--- src/rtl/srwb_pkg.sv ---
`timescale 1ns / 1ps
// ----------------------------------------------------------------------------
// srwb_pkg: shared definitions for the sample ring window buffer
// Widths, command codes, configuration indexes and the structs that run
// between the front end, the back end and the remainder unit.
// ----------------------------------------------------------------------------
package srwb_pkg;

   // Ring geometry; CAPACITY must be a power of two (slot = low index bits)
   localparam int CAPACITY       = 65536;
   localparam int INDEX_BITS     = 48;
   localparam int SLOT_BITS      = $clog2(CAPACITY);
   localparam int COUNT_BITS     = SLOT_BITS + 1;

   // Word field widths
   localparam int KIND_BITS      = 2;
   localparam int SAMPLE_BITS    = 16;
   localparam int OFFSET_BITS    = 16;
   localparam int REG_BITS       = 17;
   localparam int CMP_BITS       = (REG_BITS > COUNT_BITS) ? REG_BITS : COUNT_BITS;

   // Front-to-back queue
   localparam int QUEUE_DEPTH    = 4;
   localparam int QPTR_BITS      = $clog2(QUEUE_DEPTH);

   // Remainder unit: one dividend bit per cycle
   localparam int DIV_STEPS      = INDEX_BITS;
   localparam int DIV_CNT_BITS   = $clog2(DIV_STEPS + 1);

   // Control registers
   localparam int CSR_INDEX_BITS = 1;
   localparam logic [REG_BITS-1:0] RESET_WINDOW_LENGTH = REG_BITS'(16000);
   localparam logic [REG_BITS-1:0] RESET_HOP_LENGTH    = REG_BITS'(8000);

   typedef enum logic [KIND_BITS-1:0] {
      KIND_PUSH    = 2'd0,
      KIND_CLEAR   = 2'd1,
      KIND_REQUEST = 2'd2,
      KIND_READ    = 2'd3
   } kind_type;

   typedef enum logic [CSR_INDEX_BITS-1:0] {
      CSR_WINDOW_LENGTH = 1'b0,
      CSR_HOP_LENGTH    = 1'b1
   } csr_index_type;

   typedef enum logic [2:0] {
      BK_IDLE,
      BK_READ_WAIT,
      BK_REQ_CHECK,
      BK_REQ_DIV,
      BK_REQ_FIT,
      BK_REPLY
   } back_state_type;

   // One classified input word
   typedef struct packed {
      kind_type                      kind;
      logic signed [SAMPLE_BITS-1:0] sample;
      logic                          start_given;
      logic [INDEX_BITS-1:0]         requested_start;
      logic [OFFSET_BITS-1:0]        offset;
   } cmd_type;

   typedef struct packed {
      logic    valid;
      cmd_type cmd;
   } queue_head_type;

   typedef struct packed {
      logic [REG_BITS-1:0] window_length;
      logic [REG_BITS-1:0] hop_length;
   } cfg_type;

   typedef struct packed {
      logic                  start;
      logic [INDEX_BITS-1:0] dividend;
      logic [REG_BITS-1:0]   divisor;
   } rem_cmd_type;

   typedef struct packed {
      logic                busy;
      logic [REG_BITS-1:0] remainder;
   } rem_stat_type;

endpackage

--- src/rtl/srwb_rem.sv ---
`timescale 1ns / 1ps
// ----------------------------------------------------------------------------
// srwb_rem: serial remainder unit
// Restoring division, one dividend bit per cycle, remainder only.
// ----------------------------------------------------------------------------
module srwb_rem (
   input  logic                   clock,
   input  logic                   reset,
   input  srwb_pkg::rem_cmd_type  cmd,
   output srwb_pkg::rem_stat_type stat
);
   import srwb_pkg::*;

   logic                    busy_ff, busy_in;
   logic [DIV_CNT_BITS-1:0] cnt_ff, cnt_in;
   logic [INDEX_BITS-1:0]   dvd_ff, dvd_in;
   logic [REG_BITS-1:0]     rem_ff, rem_in;
   logic [REG_BITS-1:0]     dsr_ff, dsr_in;
   logic [REG_BITS:0]       trial;
   logic [REG_BITS:0]       trial_sub;

   // shift in the next dividend bit and try the subtract
   assign trial     = {rem_ff, dvd_ff[INDEX_BITS-1]};
   assign trial_sub = trial - {1'b0, dsr_ff};

   always_comb begin
      busy_in = busy_ff;
      cnt_in  = cnt_ff;
      dvd_in  = dvd_ff;
      rem_in  = rem_ff;
      dsr_in  = dsr_ff;
      if (cmd.start) begin
         busy_in = 1'b1;
         cnt_in  = DIV_CNT_BITS'(DIV_STEPS);
         dvd_in  = cmd.dividend;
         rem_in  = '0;
         dsr_in  = cmd.divisor;
      end else if (busy_ff) begin
         cnt_in = cnt_ff - 1'b1;
         dvd_in = {dvd_ff[INDEX_BITS-2:0], 1'b0};
         rem_in = (trial >= {1'b0, dsr_ff}) ? trial_sub[REG_BITS-1:0] : trial[REG_BITS-1:0];
         if (cnt_ff == DIV_CNT_BITS'(1)) begin
            busy_in = 1'b0;
         end
      end
   end

   always_ff @(posedge clock) begin
      if (reset) begin
         busy_ff <= 1'b0;
         cnt_ff  <= '0;
      end else begin
         busy_ff <= busy_in;
         cnt_ff  <= cnt_in;
      end
   end

   always_ff @(posedge clock) begin
      dvd_ff <= dvd_in;
      rem_ff <= rem_in;
      dsr_ff <= dsr_in;
   end

   assign stat.busy      = busy_ff;
   assign stat.remainder = rem_ff;

endmodule

--- config.mk ---
export PLATFORM = sky130hd
export DESIGN_NAME = srwb_rem
export DESIGN_NICKNAME = d
export VERILOG_FILES = /design/src/rtl/srwb_pkg.sv /design/src/rtl/srwb_rem.sv
export SDC_FILE = /design/constraint.sdc
export NUM_CORES = 1
export LEC_CHECK = 0
export BUFFER_PORTS_ARGS = -buffer_cell sky130_fd_sc_hd__buf_2
export CAP_MARGIN = 10
export CORE_MARGIN = 3
export CORE_UTILIZATION = 40
export DETAILED_ROUTE_END_ITERATION = 8
export GPL_ROUTABILITY_DRIVEN = 0
export PLACE_DENSITY_LB_ADDON = 0.1
export SYNTH_ARGS = -nofsm -noshare
export SYNTH_HDL_FRONTEND = slang
export SYNTH_SLANG_ARGS = --single-unit
--- constraint.sdc ---
create_clock -name clock -period 4.75 [get_ports clock]
set_input_delay 0.475 -clock clock [delete_from_list [all_inputs] [get_ports clock]]
set_output_delay 0.475 -clock clock [all_outputs]
set_load 0.02 [all_outputs]
==> summary.md <==
| Metric | Value |
|---|---|
| Die span in y | `111.9 µm` |
| Cells after synthesis | `360` |
| Cell Pwr Density | `329.1 nW/µm²` |
| Fill cell total of the finished layout | `1013` |
| Clock network power share | `30.8%` |
| Vias | `slightly above 3000` |
| GRT Residual Overflow | `0` |
| Setup TNS | `0 ns` |
| Via-per-instance ratio | `5.170` |
| First-pass GRT wire length | `between 10 and 15 mm` |
| MaxCap Viol Count | `0` |
| Die width | `111.9 µm` |
| Setup WS pre-CTS | `about 1.5 ns` |
| Grt peak-use layer | `met2` |
| Clock sink total | `89` |
| Boundary pin count | `86` |
| Critical path endpoint category | `register` |
| Yosys warnings | `0` |
| Int Power | `around 1300 µW` |
| Layout cells sized above 1 | `35.27%` |
| Leakage | `between 0.002 and 0.0025 µW` |
| CTS buffer count | `9` |
| DP HPWL | `5.967 mm` |
| CP Data Required Time | `approximately 5 ns` |
| GR Util met1 | `between 10% and 20%` |
| Register area share after synthesis | `54.27%` |
| DR DRC count | `0` |
| Cell Rows | `38` |
| Vias in the first global route | `3096` |
| Clock transition at path regs | `~0.090 ns` |
| Synthesis-to-layout area growth | `16.47%` |
| Crit path time final | `3.234 ns` |
| Crit path launch type | `register` |
| Core area | `10890 µm²` |
| R2r setup slk | `1.52 ns` |
| Initial antenna violation count | `0` |
| WL final | `between 8 and 9 mm` |
| 1st-iter DRT viols | `129` |
| Largest cells by area after synthesis | `edfxtp_1 (44%), mux2_2 (13%), dfxtp_1 (11%), ha_1 (5.3%), inv_1 (2.0%)` |
| Post-synth top cells | `edfxtp_1 (65), mux2_2 (53), dfxtp_1 (24), inv_1 (24), nor2_1 (22)` |
| Post-Place Cells | `572` |
| Top_reg_cell synth | `edfxtp_1` |
| Cts hold-fix bufs | `0` |
| CP Class | `register to register` |
| H-tree depth | `3` |
| Pwr Total | `1718 µW` |
| Hold path startpoint | `cmd[3]` |
| Die ar. | `12510 µm²` |
| Worst setup slack after layout | `1.516 ns` |
| Sw frac | `24.81%` |
| Crit path DAT | `3.48 ns` |
| Hold WC Path Type | `primary input to register` |
| Relative slew margins | `between 30% and 40%` |
| Hold Crit Depth | `1` |
| Clk_lat worst skew | `roughly 0.35 ns` |
| Peak VDD IR | `0.2011 mV` |
| Port bufs | `85` |
| Final cell utilization of the core | `47.94%` |
| R2R cell count | `10` |
| Fin crit share | `between 60% and 70%` |
| Reg power frac | `54.3%` |
| Post-CTS setup buffers | `0` |
| CTS resizes | `0` |
| Synthesized Nets | `448` |
| Fin nets | `around 530` |
| TritonCTS clock tree | `yes` |
| Antenna Violating Nets Remaining | `0` |
| WL/cell | `14.69 µm` |
| Distinct cells, synth | `53` |
| Final Hold Fails | `0` |
| Peak Freq | `309.2 MHz` |
| Initial Util | `approximately two fifths` |
| Count leader, synth | `edfxtp_1` |
| Mapped Area | `4482 µm²` |
| Async set-reset flop share out of synthesis | `0%` |
| All-layer global routing usage | `14.48%` |
| RR Endpoint | `rem_ff[4]` |
| Status | `finished, final reports clean` |
| CP Max Fanout | `19` |
| Area leader, netlist | `edfxtp_1` |
| Post-synthesis sequential element count | `slightly below 90` |
| Skew final | `0.009354 ns` |
| Reg-to-Reg Start | `dvd_ff[47]` |
| Fin cells | `588` |
| Worst-Margin Slew | `1.030 ns` |
| NetSw | `426.2 µW` |
| Max clock buf depth | `2` |
| Combinational share of power | `14.9%` |
| Final setup viols | `0` |
| GRT met2 Usage | `24.50%` |
| Worst hold endpoint | `dsr_ff[3]` |
| Largest net degree at the start of global routing | `84` |
| Unrepaired setup endpoints after global routing | `false` |
| Diode count | `0` |
| GR met3 Demand/Resource | `4.891%` |
| Number of flops mapped to enable cells by yosys | `65` |
| Synthesized area per cell | `12.45 µm²` |
| Pre-antenna DRT Iters | `4` |
| Share of the synthesized area in the top cell type | `43.55%` |
| Slew Limit Fails | `0` |
| Root Driver | `clkbuf_8` |
## worst max path at each step
stage | from | cells past startpoint | to
floorplan | dvd_ff[47] | 10 | rem_ff[10]
detailed placement | dvd_ff[47] | 10 | rem_ff[2]
CTS | dvd_ff[47] | 10 | rem_ff[4]
global route | dvd_ff[47] | 10 | rem_ff[4]
global placement | dvd_ff[47] | 10 | rem_ff[10]
finish | dvd_ff[47] | 10 | rem_ff[4]
## placed cells by master, fill, tap and decap left out, types with 2 or more instances in the layout
cell / n
nand2b_1: 2
a32oi_1: 3
and2_1: 2
clkinvlp_4: 2
ha_1: 19
a211oi_1: 5
dfxtp_1: 24
xor2_1: 9
edfxtp_1: 65
or3_1: 3
a21oi_1: 14
mux2i_1: 4
clkbuf_1: 2
o21ai_0: 12
mux2_2: 53
nor2_1: 22
clkbuf_8: 10
nand2_1: 16
buf_4: 3
a22o_1: 7
inv_1: 23
xnor2_1: 8
o21a_1: 3
and3_1: 3
a21o_1: 6
a31oi_1: 3
nor2b_1: 5
nor3_1: 5
nand3_1: 5
buf_2: 84
## metrics by stage
step | hold slack [ns] | area (µm²)
global placement | 0.4858 | 5021
detailed placement | 0.4914 | 5021
CTS | 0.2628 | 5220
floorplan | 0.4686 | 4482
global route | 0.2586 | 5220
finish | 0.2883 | 5220
## power groups by stage
stage | clock (µW) | combinational, µW | sequential (µW)
after CTS | 555 | 259 | 935
final | 529 | 255 | 933
after global placement | 0 | 254 | 951
after global routing | 584 | 289 | 942
after floorplan | 0 | 180 | 951
after detailed placement | 0 | 257 | 952
## sequential cells by signal (all words and copies together), names as in the netlist
signal   count
busy_ff      1
rem_ff      17
cnt_ff       6
dvd_ff      48
dsr_ff      17
## critical path, stage by stage, from the launching register on
cell and delay [ns]:
edfxtp_1 0.36, inv_1 0.08, ha_1 0.17, inv_1 0.06
fa_1 0.40, a21o_1 0.23, a31o_1 0.23, a221o_2 0.40
a31oi_4 0.59, mux2_2 0.41, a22o_1 0.19
## layer usage
metal	wire, µm	vias up
met5	0	-
li1	-	1497
met1	3648	1466
met3	465	12
met4	153	0
met2	4372	65
## area by class of cell
| type | count | area, µm² | area share, % |
|---|---|---|---|
| clock inverters | 4 | 53.80 | 1.031 |
| repair buffers | 87 | 442.9 | 8.485 |
| clock buffers | 12 | 145.1 | 2.780 |
| inverters | 24 | 90.09 | 1.726 |
| well taps | 140 | 175.2 | 3.356 |
| multi-input cells | 232 | 1881 | 36.03 |
| flip-flops and latches | 89 | 2432 | 46.60 |
## cells by family (layout without fill, tap and decap cells)
group,Yosys count,in the layout,share of synthesized area (%)
DFF,89,89,54.27
and+or+nand+nor,70,70,7.873
adders and majority gates,20,20,5.751
buffers and inverters,39,127,3.769
xor gates and xnor gates,17,17,3.322
AOI/OAI and AO/OA,68,68,10.80
muxes,57,57,14.21
Power figures use the tool's default switching activity.
