[src/rtl/srwb_pkg.sv]
`timescale 1ns / 1ps
// ----------------------------------------------------------------------------
// srwb_pkg: shared definitions for the sample ring window buffer
// Widths, command codes, configuration indexes and the structs that run
// between the front end, the back end and the remainder unit.
// ----------------------------------------------------------------------------
package srwb_pkg;

   // Ring geometry; CAPACITY must be a power of two (slot = low index bits)
   localparam int CAPACITY       = 65536;
   localparam int INDEX_BITS     = 48;
   localparam int SLOT_BITS      = $clog2(CAPACITY);
   localparam int COUNT_BITS     = SLOT_BITS + 1;

   // Word field widths
   localparam int KIND_BITS      = 2;
   localparam int SAMPLE_BITS    = 16;
   localparam int OFFSET_BITS    = 16;
   localparam int REG_BITS       = 17;
   localparam int CMP_BITS       = (REG_BITS > COUNT_BITS) ? REG_BITS : COUNT_BITS;

   // Front-to-back queue
   localparam int QUEUE_DEPTH    = 4;
   localparam int QPTR_BITS      = $clog2(QUEUE_DEPTH);

   // Remainder unit: one dividend bit per cycle
   localparam int DIV_STEPS      = INDEX_BITS;
   localparam int DIV_CNT_BITS   = $clog2(DIV_STEPS + 1);

   // Control registers
   localparam int CSR_INDEX_BITS = 1;
   localparam logic [REG_BITS-1:0] RESET_WINDOW_LENGTH = REG_BITS'(16000);
   localparam logic [REG_BITS-1:0] RESET_HOP_LENGTH    = REG_BITS'(8000);

   typedef enum logic [KIND_BITS-1:0] {
      KIND_PUSH    = 2'd0,
      KIND_CLEAR   = 2'd1,
      KIND_REQUEST = 2'd2,
      KIND_READ    = 2'd3
   } kind_type;

   typedef enum logic [CSR_INDEX_BITS-1:0] {
      CSR_WINDOW_LENGTH = 1'b0,
      CSR_HOP_LENGTH    = 1'b1
   } csr_index_type;

   typedef enum logic [2:0] {
      BK_IDLE,
      BK_READ_WAIT,
      BK_REQ_CHECK,
      BK_REQ_DIV,
      BK_REQ_FIT,
      BK_REPLY
   } back_state_type;

   // One classified input word
   typedef struct packed {
      kind_type                      kind;
      logic signed [SAMPLE_BITS-1:0] sample;
      logic                          start_given;
      logic [INDEX_BITS-1:0]         requested_start;
      logic [OFFSET_BITS-1:0]        offset;
   } cmd_type;

   typedef struct packed {
      logic    valid;
      cmd_type cmd;
   } queue_head_type;

   typedef struct packed {
      logic [REG_BITS-1:0] window_length;
      logic [REG_BITS-1:0] hop_length;
   } cfg_type;

   typedef struct packed {
      logic                  start;
      logic [INDEX_BITS-1:0] dividend;
      logic [REG_BITS-1:0]   divisor;
   } rem_cmd_type;

   typedef struct packed {
      logic                busy;
      logic [REG_BITS-1:0] remainder;
   } rem_stat_type;

endpackage

[src/rtl/srwb_if.sv]
`timescale 1ns / 1ps
// ----------------------------------------------------------------------------
// srwb_if: request and response channels
// Valid/ready channels; a word moves on a clock edge with valid and ready high.
// ----------------------------------------------------------------------------
interface srwb_req_if;
   import srwb_pkg::*;

   logic                          valid;
   logic                          ready;
   logic [KIND_BITS-1:0]          kind;
   logic signed [SAMPLE_BITS-1:0] sample;
   logic                          start_given;
   logic [INDEX_BITS-1:0]         requested_start;
   logic [OFFSET_BITS-1:0]        offset;

   modport source (output valid, kind, sample, start_given, requested_start, offset,
                   input ready);
   modport sink   (input valid, kind, sample, start_given, requested_start, offset,
                   output ready);
endinterface


[src/rtl/srwb_front.sv]
`timescale 1ns / 1ps
// ----------------------------------------------------------------------------
// srwb_front: request intake and command queue
// Decodes each request word into a command and holds it in a short FIFO
// until the back end takes it.
// ----------------------------------------------------------------------------
module srwb_front (
   input  logic                     clock,
   input  logic                     reset,
   srwb_req_if.sink                 req,
   output srwb_pkg::queue_head_type head,
   input  logic                     pop
);
   import srwb_pkg::*;

   cmd_type              q_ff [QUEUE_DEPTH];
   logic [QPTR_BITS-1:0] wr_ptr_ff, wr_ptr_in;
   logic [QPTR_BITS-1:0] rd_ptr_ff, rd_ptr_in;
   logic [QPTR_BITS:0]   fill_ff, fill_in;
   logic                 push;
   cmd_type              cmd;

   // classify the incoming word
   always_comb begin
      cmd.kind            = kind_type'(req.kind);
      cmd.sample          = req.sample;
      cmd.start_given     = req.start_given;
      cmd.requested_start = req.requested_start;
      cmd.offset          = req.offset;
   end

   assign req.ready  = (fill_ff != (QPTR_BITS + 1)'(QUEUE_DEPTH));
   assign push       = req.valid && req.ready;
   assign head.valid = (fill_ff != '0);
   assign head.cmd   = q_ff[rd_ptr_ff];

   // pointer and fill bookkeeping
   always_comb begin
      wr_ptr_in = push ? wr_ptr_ff + 1'b1 : wr_ptr_ff;
      rd_ptr_in = pop  ? rd_ptr_ff + 1'b1 : rd_ptr_ff;
      fill_in   = fill_ff;
      if (push && !pop) begin
         fill_in = fill_ff + 1'b1;
      end else if (pop && !push) begin
         fill_in = fill_ff - 1'b1;
      end
   end

   always_ff @(posedge clock) begin
      if (reset) begin
         wr_ptr_ff <= '0;
         rd_ptr_ff <= '0;
         fill_ff   <= '0;
      end else begin
         wr_ptr_ff <= wr_ptr_in;
         rd_ptr_ff <= rd_ptr_in;
         fill_ff   <= fill_in;
      end
   end

   // queue storage
   always_ff @(posedge clock) begin
      if (push) begin
         q_ff[wr_ptr_ff] <= cmd;
      end
   end

endmodule

[src/flat_wrapper.sv]
// flat-port wrapper written by rule: the top's interface ports become plain ports
module srwb_front_flat import srwb_pkg::*;
  (clock, reset, head, pop, req_valid, req_kind, req_sample, req_start_given, req_requested_start, req_offset, req_ready);
  srwb_req_if req_i ();
  input  logic clock;
  input  logic reset;
  output srwb_pkg::queue_head_type head;
  input  logic pop;
  input wire logic [$bits(req_i.valid)-1:0] req_valid;
  input wire logic [$bits(req_i.kind)-1:0] req_kind;
  input wire logic [$bits(req_i.sample)-1:0] req_sample;
  input wire logic [$bits(req_i.start_given)-1:0] req_start_given;
  input wire logic [$bits(req_i.requested_start)-1:0] req_requested_start;
  input wire logic [$bits(req_i.offset)-1:0] req_offset;
  output wire logic [$bits(req_i.ready)-1:0] req_ready;
  assign req_i.valid = req_valid;
  assign req_i.kind = req_kind;
  assign req_i.sample = req_sample;
  assign req_i.start_given = req_start_given;
  assign req_i.requested_start = req_requested_start;
  assign req_i.offset = req_offset;
  assign req_ready = req_i.ready;
  srwb_front u_core (.clock(clock), .reset(reset), .req(req_i), .head(head), .pop(pop));
endmodule
[config.mk]
export PLATFORM = sky130hd
export DESIGN_NAME = srwb_front_flat
export DESIGN_NICKNAME = d
export VERILOG_FILES = /design/src/rtl/srwb_pkg.sv /design/src/rtl/srwb_if.sv /design/src/rtl/srwb_front.sv /design/src/flat_wrapper.sv
export SDC_FILE = /design/constraint.sdc
export NUM_CORES = 1
export LEC_CHECK = 0
export BUFFER_PORTS_ARGS = -buffer_cell sky130_fd_sc_hd__buf_4
export CORE_UTILIZATION = 25
export CTS_CLUSTER_SIZE = 12
export DETAILED_ROUTE_END_ITERATION = 6
export PLACE_DENSITY = 0.45
export SYNTH_ARGS = -nofsm -noshare
export SYNTH_HDL_FRONTEND = slang
export SYNTH_SLANG_ARGS = --single-unit
[constraint.sdc]
create_clock -name clock -period 5.22 [get_ports clock]
set_clock_uncertainty 0.05 [all_clocks]
set_input_delay 1.044 -clock clock [delete_from_list [all_inputs] [get_ports clock]]
set_output_delay 1.044 -clock clock [all_outputs]
set_load 0.02 [all_outputs]
==> results of run 1 <==
==> registers in the layout (all words and copies together) (netlist names), named ones only <==
name and cells:
u_core.q_ff 332, u_core.fill_ff 3, u_core.rd_ptr_ff 2, u_core.wr_ptr_ff 2
==> where the power goes <==
part / switching, W / internal, W / total, W
sequential: 0.0000764 / 0.00329 / 0.00336
combinational: 0.000574 / 0.000458 / 0.00103
clock: 0.00105 / 0.00163 / 0.00269
==> placed cells by master, fill, tap and decap left out, drive strengths merged <==
master	instances
clkinv	14
nand2	2
edfxtp	332
mux4	83
buf	178
mux2	1
bufinv	3
or3	2
xnor2	1
a21boi	1
nand2b	2
nor2	8
and2	4
clkbuf	55
xor2	3
dfxtp	9
mux2i	2
inv	4
a21oi	1
ha	5
fa	1
o21ai	1
==> worst min-delay path by stage <==
stage	from	depth (start not counted)	end	slack, ps
3_5_place_dp	u_core.rd_ptr_ff[1]$_SDFFE_PP0P_	2	register	460
6_report	u_core.wr_ptr_ff[1]$_SDFFE_PP0P_	2	u_core.wr_ptr_ff[1]$_SDFFE_PP0P_	470
3_3_place_gp	u_core.fill_ff[2]$_SDFFE_PP0P_	2	u_core.fill_ff[2]$_SDFFE_PP0P_	460
5_1_grt	u_core.wr_ptr_ff[1]$_SDFFE_PP0P_	2	u_core.wr_ptr_ff[1]$_SDFFE_PP0P_	500
2_1_floorplan	u_core.wr_ptr_ff[1]$_SDFFE_PP0P_	2	u_core.wr_ptr_ff[1]$_SDFFE_PP0P_	430
4_1_cts	u_core.wr_ptr_ff[1]$_SDFFE_PP0P_	2	u_core.wr_ptr_ff[1]$_SDFFE_PP0P_	470
==> through the flow <==
step	utilization	setup slack [ps]	hold slack [ps]	total power, W	cells
after global routing	0.3226	1534	504.0	0.007393	1376
after floorplan	-	1439	432.0	0.004023	481
final	0.3226	1736	466.4	0.007082	1376
after CTS	0.3226	1599	470.9	0.007235	1376
after global placement	0.2967	2174	462.6	0.004490	1304
after detailed placement	0.2967	2186	460.0	0.004494	1304
==> routing by layer <==
layer	share of wire	vias to the layer above	GRT usage
met5	0	-	0
met4	0.022	0	0.03248
met3	0.068	43	0.03572
met2	0.48	145	0.1614
met1	0.43	2892	0.1268
li1	-	2459	-
==> kinds of logic after synthesis <==
family,count (synthesis)
flip-flops,341
AO/OA/AOI/OAI,3
AND/OR/NAND/NOR,18
multiplexers,86
XOR/XNOR,4
adder cells (fa/ha/maj),6
buffers and inverters,23
==> area by class of cell <==
class | instances | area [sq um]
clock inverter | 17 | 161.4
clock buffer | 55 | 1110
fill | 4727 | 33230
sequential | 341 | 10160
multi-input combinational | 117 | 2137
inverter | 4 | 15.01
tap | 664 | 830.8
timing repair buffer | 178 | 1411
==> worst max-delay path, stage by stage, from the launching register on <==
cell	delay [ps]
dfxtp_4	620
buf_12	430
mux4_2	600
buf_4	180
==> flow_summary.toml, run 1 <==
[setup_path]
cp_data_arrival_time_ps = 2390
r2r-end = "u_core.q_ff[3][31]$_DFFE_PP_"
r2r_cells = 4
critPathLaunchType = "register"
r2r-start = "u_core.fill_ff[0]$_SDFFE_PP0P_"
crit_type = "reg -> out"
cp-endpoint = "head[10]"
path_max_fanout = 47
endpoint_kind = "output port"
rrSetupSlack_ps = 2890
worst_ep_required_time_ps = 4130

[die]
rows = 81
core_region_area_sq_um = 49050
initial_core_util = 0.2535
dieArea_sq_um = 50630
ios = 172
die_w_um = 225.0
die_y_um = 225.0

[yosys]
muxShareOfSynthArea = 0.1528
yosys.area_share.simple = 0.007044
seq_area_frac_synth = 0.8163
synth_top_area_cell = "edfxtp_1"
synthXorXnorAreaFrac = 0.002817
synth.most_common_cell = "edfxtp_1"
synth_commonest_cells = "edfxtp_1 (332), mux4_2 (83), buf_2 (9), dfxtp_1 (9)"
synth.distinct_cells = 21
syn_nets = 574
synth-async-reset-ratio = 0
syn_avg_cell_area_sq_um = 25.85
synth_top_area_share = 0.8018
yosys-top-cells-area = "edfxtp_1 (80%), mux4_2 (15%), dfxtp_1 (1.4%)"
synth_edf_count = 332
ys_warn_count = 0
synth_compound_area_frac = 0.001711
synth_top_flop_cell = "edfxtp_1"
synth_top_family_by_area = "multiplexers"
syn_area_sq_um = 12430
synth_cells = 481
ys_seq_elements = 341
synthAdderAreaFrac = 0.006641

[cts]
postCtsHoldBufs = 0
path_clk_slew_ps = 50
max-clock-path-buffers = 3
clock-sinks = 341
cts_setup_buffers = 0
clk_latency_ps = 530
htreeDepth = 2
cts_root_buffer = "clkbuf_16"
numCtsBuffers = 40
cts_tree = "yes"
cts_resized = 0

[cells_and_area]
drive_gt1_frac = 0.4551
n_antenna_cell = 0
finalNetCount = 775
area_delta_synth_final_pct = 27.25
fin_area_sq_um = 15820

[placement]
place.gp.congestion = 0.6557
placed_area_sq_um = 14550
dp_hpwl_um = 14070
port_buffers = 171

[timing]
maxSlewHeadroom = 0.5474
setup_viol = 0
clock.fmax_mhz = 287.0
rsz0062_at_grt = "false"
setup-tns-final_ps = 0
drv_slew = 0
finalCritPeriodShare = 0.6675
tightest_slew_ps = 678.8
hold_viol = 0
period_minus_slack_ps = 3484

[grt]
grt_first_pass_wirelength_um = 37460
grt_max_degree = 50
grt_use_total = 0.1007
grt_overflow = 0
grt_pass1_vias = 6043
antenna_found_initial = 0

[power_and_ir_drop]
powerDensity_nw_per_um2 = 447.6
peakVddDrop_v = 0.0002175
p_leak_nw = 5.215

[drt]
drt-total-wl_um = 25250
dr_total_vias = 5539
wl_per_cell_um = 18.35
drcViolationCount = 0
detail-route-antenna-nets = 0
drtPass1Iterations = 4
vias_per_cell = 4.025
drt_iter0_markers = 308

[run]
maxCapViolCount = 0

[outcome]
status = "completed"

[min_path]
hold_path.class = "reg -> reg"
Note: power is estimated with default switching activity, not from simulation.
==> inputs of run 2 (changes only) <==
Settings changed: ABC_AREA from default to 1.
Clock period 5.22 ns to 3.5 ns, I/O delays scaled along.
==> flow_summary.toml, run 2 <==
[timing]
drv_slew = 0
tightest_slew_ps = 703.6
rsz0062_at_grt = "false"
hold_viol = 0
period_minus_slack_ps = 3086
holdWs_ps = 297.4
setup_viol = 0
finalCritPeriodShare = 0.8818
clock.fmax_mhz = 324.0
maxSlewHeadroom = 0.5310
setup-tns-final_ps = 0

[yosys]
syn_area_sq_um = 12770
synth_top_flop_cell = "edfxtp_1"
syn_nets = 960
seq_area_frac_synth = 0.7948
synth_commonest_cells = "edfxtp_1 (332), nor2_1 (175), o21ai_0 (110)"
synthAdderAreaFrac = 0.006467
synthXorXnorAreaFrac = 0
synth.distinct_cells = 20
yosys-top-cells-area = "edfxtp_1 (78%), nor2_1 (5.1%), o21ai_0 (4.3%)"
yosys.area_share.simple = 0.05644
syn_avg_cell_area_sq_um = 14.73
synth_compound_area_frac = 0.1092
synth-async-reset-ratio = 0
muxShareOfSynthArea = 0
ys_warn_count = 0
synth_edf_count = 332
synth.most_common_cell = "edfxtp_1"
ys_seq_elements = 341
synth_top_family_by_area = "compound AO/OA/AOI/OAI gates"
synth_cells = 867
synth_top_area_cell = "edfxtp_1"
synth_top_area_share = 0.7807

[grt]
grt_pass1_vias = 7621
grt_max_degree = 84
antenna_found_initial = 1
grt_use_total = 0.1159
grt_first_pass_wirelength_um = 46210
grt_overflow = 0

[drt]
detail-route-antenna-nets = 0
drcViolationCount = 0
dr_total_vias = 7622
wl_per_cell_um = 17.44
drtPass1Iterations = 4
drt-total-wl_um = 30380
vias_per_cell = 4.375
drt_iter0_markers = 356

[power_and_ir_drop]
power_frac_seq = 0.490
switchingPower_w = 0.002478
p_comb_frac = 0.127
p_sw_frac = 0.2500
peakVddDrop_v = 0.0004067
clkPwrFrac = 0.383
p_int_w = 0.007434
p_leak_nw = 5.459
powerDensity_nw_per_um2 = 618.9

[cells_and_area]
n_antenna_cell = 0
reg.largest.list = "u_core.q_ff (332), u_core.fill_ff (3)"
finalNetCount = 1135
layout.cells.non_filler = 1742
utilization = 0.3186
largest_reg_flops = 332
mostFrequentLayoutCells = "edfxtp_1 (332), buf_4 (177), nor2_1 (171)"
fillCellCount = 5023
area_delta_synth_final_pct = 25.42
drive_gt1_frac = 0.2280
final_common_cell = "edfxtp_1"
top_register = "u_core.q_ff"

[cts]
clock-sinks = 341
numCtsBuffers = 40
max-clock-path-buffers = 3
postCtsHoldBufs = 0
cts_tree = "yes"
cts_setup_buffers = 0
path_clk_slew_ps = 60
cts_resized = 0
clk_latency_ps = 550
cts_root_buffer = "clkbuf_16"
htreeDepth = 2

[setup_path]
rrSetupSlack_ps = 1270
cp_data_arrival_time_ps = 2340
cp-endpoint = "head[52]"
path_max_fanout = 57
endpoint_kind = "output port"
crit_type = "reg -> out"
worst_ep_required_time_ps = 2750
r2r-start = "u_core.fill_ff[1]$_SDFFE_PP0P_"
r2r_cells = 9
r2r-end = "u_core.fill_ff[1]$_SDFFE_PP0P_"
critPathLaunchType = "register"

[die]
initial_core_util = 0.2540
ios = 172
dieArea_sq_um = 51990
die_w_um = 228.0
rows = 82
die_y_um = 228.0
core_region_area_sq_um = 50270

[placement]
place.gp.congestion = 0.6889
port_buffers = 171
placedCellCount = 1672
dp_hpwl_um = 16740

[min_path]
hold_path.class = "in -> reg"

[run]
maxCapViolCount = 0

[outcome]
status = "completed"
[run 2: cell types whose count changed in the layout (fill, tap and decap cells not counted), moves of 5 or more]
cell	previous run	this run
clkbuf_1	12	7
clkinv_1	5	14
nor2_1	8	171
o21ai_0	1	110
nand2_1	2	8
buf_4	172	177
inv_1	4	17
o21ai_1	0	60
clkinv_2	7	2
o22ai_1	0	83
mux4_2	83	0
[run 2: how the worst min path moves through the flow]
stage                                                 from                           end  slack [ps]  cells past startpoint
after floorplan           u_core.rd_ptr_ff[1]$_SDFFE_PP0P_                      register         360                      1
after CTS                           req_requested_start[3]  u_core.q_ff[0][19]$_DFFE_PP_         250                      1
final                                        req_offset[3]   u_core.q_ff[1][3]$_DFFE_PP_         300                      1
after detailed placement  u_core.rd_ptr_ff[1]$_SDFFE_PP0P_                      register         380                      1
after global routing                         req_sample[7]  u_core.q_ff[0][72]$_DFFE_PP_         260                      1
after global placement    u_core.rd_ptr_ff[1]$_SDFFE_PP0P_                      register         370                      1
[run 2: metrics by stage]
step	worst slack, ps	instance area [sq um]	total power [W]
after floorplan	-79.70	12780	0.005633
after global placement	964.5	14830	0.006228
after detailed placement	921.3	14830	0.006235
after CTS	308.7	16020	0.01008
after global routing	191.7	16020	0.01032
final	413.8	16020	0.009912
[run 2: layer usage]
layer,vias to the layer above,global-route usage,part of all wire
met5,-,0,0.00056
met1,3772,0.1483,0.46
li1,3617,-,-
met3,49,0.03238,0.058
met2,182,0.1867,0.46
met4,2,0.04279,0.024
[run 2: logic make-up (layout without fill, tap and decap cells)]
logic type      Yosys count  after routing
simple gates            189            189
buf+inv                  73            276
fa+ha+maj                 6              6
flops                   341            341
compound gates          258            258
[run 2: layout make-up]
cell class              count  area [sq um]  area share
inverters                  19         76.32    0.004766
clock inverters            22         133.9    0.008359
well taps                 672         840.8     0.05250
flip-flops and latches    341         10150      0.6341
repair buffers            187          1529     0.09547
multi-input cells         453          2228      0.1391
clock buffers              48          1052     0.06570
[run 2: worst max-delay path, cell delays in order, from the launching register on]
cell     delay [ps]
dfxtp_4         500
inv_6           420
buf_12          330
nor2_1           70
o22ai_1         220
buf_4           180
[run 2: power groups by stage]
stage / clock, W / combinational, W / sequential, W
6_report: 0.00380 / 0.00126 / 0.00486
5_1_grt: 0.00406 / 0.00138 / 0.00488
4_1_cts: 0.00393 / 0.00130 / 0.00486
3_5_place_dp: 0 / 0.00129 / 0.00494
3_3_place_gp: 0 / 0.00129 / 0.00494
2_1_floorplan: 0 / 0.000697 / 0.00494
==> inputs of run 3 (changes only) <==
Settings changed: CTS_BUF_LIST from default to sky130_fd_sc_hd__clkbuf_4 sky130_fd_sc_hd__clkbuf_8 sky130_fd_sc_hd__clkbuf_16, SKIP_LAST_GASP from default to 1.
==> flow_summary.toml, run 3 (same netlist as run 2, synthesis figures left out) <==
[grt]
antenna_found_initial = 1
grt_overflow = 0
grt_first_pass_wirelength_um = 46260
grt_max_degree = 84
grt_use_total = 0.1160
grt_pass1_vias = 7627

[setup_path]
endpoint_kind = "output port"
critPathLaunchType = "register"
cp_cell_sequence = "inv_6, buf_12, nor2_1, o22ai_1, buf_4"
crit_type = "reg -> out"
slowest_delay_ps = 490
path_max_fanout = 57
r2r_cells = 9
cp_data_arrival_time_ps = 2350
crit_family = "buffers and inverters"
cpMaxStageDelayCell = "dfxtp_4"
path_buf_inv = 3
worst_ep_required_time_ps = 2750
cp.depth = 5

[outcome]
status = "completed"

[timing]
holdWs_ps = 296.8
fin_ws_ps = 401.8
setup_viol = 0
setup-tns-final_ps = 0
drv_slew = 0
period_minus_slack_ps = 3098
finalCritPeriodShare = 0.8852
tightest_slew_ps = 701.6
hold_viol = 0
maxSlewHeadroom = 0.5322
rsz0062_at_grt = "false"
clock.fmax_mhz = 322.8

[cts]
cts_tree = "yes"
numCtsBuffers = 40
max-clock-path-buffers = 3
cts_resized = 0
path_clk_slew_ps = 60
clk_latency_ps = 550
htreeDepth = 2
clock-sinks = 341
cts_root_buffer = "clkbuf_16"
postCtsHoldBufs = 0
cts_setup_buffers = 0

[cells_and_area]
largest_reg_flops = 332
area_delta_synth_final_pct = 25.62
reg.largest.list = "u_core.q_ff (332), u_core.fill_ff (3)"
drive_gt1_frac = 0.2346
finalNetCount = 1135
final_common_cell = "edfxtp_1"
top_register = "u_core.q_ff"
n_antenna_cell = 0
mostFrequentLayoutCells = "edfxtp_1 (332), buf_4 (177), nor2_1 (171)"

[die]
ios = 172
die_y_um = 228.0
core_region_area_sq_um = 50270
die_w_um = 228.0
initial_core_util = 0.2540
rows = 82
dieArea_sq_um = 51990

[min_path]
whs_path_depth = 1
hold_path.class = "in -> reg"

[power_and_ir_drop]
p_leak_nw = 5.483
powerDensity_nw_per_um2 = 621.2
peakVddDrop_v = 0.0004059

[drt]
drt_iter0_markers = 370
drt-total-wl_um = 30370
drtPass1Iterations = 4
drcViolationCount = 0
dr_total_vias = 7609
wl_per_cell_um = 17.43
detail-route-antenna-nets = 0
vias_per_cell = 4.368

[placement]
port_buffers = 171
place.gp.congestion = 0.6889
dp_slack_ps = 921.3
dp_hpwl_um = 16740

[run]
maxCapViolCount = 0
-- run 3: cell counts in the layout (fill, tap and decap cells not counted) --
No cell type changed its count.
-- run 3: layout make-up --
cell class	instances	area, sq um
clock buffer	48	1079
sequential	341	10150
tap	672	840.8
timing repair buffer	187	1529
clock inverter	22	133.9
multi-input combinational	453	2228
fill	5022	34230
inverter	19	76.32
-- run 3: final timing paths --
path / endpoint / slack (ps) / from
setup / recovery: head[52] / 400 / register
setup reg to reg: u_core.fill_ff[1]$_SDFFE_PP0P_ / 1260 / u_core.fill_ff[1]$_SDFFE_PP0P_
hold reg to reg: register / 390 / u_core.rd_ptr_ff[1]$_SDFFE_PP0P_
hold / removal: u_core.q_ff[1][3]$_DFFE_PP_ / 300 / req_offset[3]
-- run 3: routing by layer --
layer  track usage  vias to the layer above  wire length [um]  share of wire
met5             0                        -                17        0.00056
met2        0.1866                      185             13990           0.46
met3       0.03238                       49              1743          0.057
met4       0.04279                        2               718          0.024
met1        0.1486                     3754             13900           0.46
li1              -                     3619                 -              -
-- run 3: report_power, final --
| part | leakage [nW] | total, W | switching, W | internal (W) |
|---|---|---|---|---|
| Sequential | 3.12 | 0.00486 | 0.0000687 | 0.00479 |
| Clock | 0.595 | 0.00385 | 0.00159 | 0.00226 |
| Combinational | 1.77 | 0.00126 | 0.000817 | 0.000442 |
| Total | 5.48 | 0.00996 | 0.00248 | 0.00749 |
-- run 3: worst register-to-register path: stages, from the launching register on --
cell and delay [ps]:
dfxtp_1 320, inv_1 90, nand3_1 230, nand2_1 420, inv_1 80, ha_1 210, inv_1 90, fa_1 410
o21ai_0 170, a21oi_1 60
-- run 3: per-stage QoR --
step           instances  total power, W  cell area [sq um]    util
3_5_place_dp        1672        0.006235              14830  0.2950
2_1_floorplan        867        0.005633              12780       -
4_1_cts             1742         0.01014              16040  0.3191
3_3_place_gp        1672        0.006228              14830  0.2950
5_1_grt             1742         0.01037              16040  0.3191
6_report            1742        0.009965              16040  0.3191
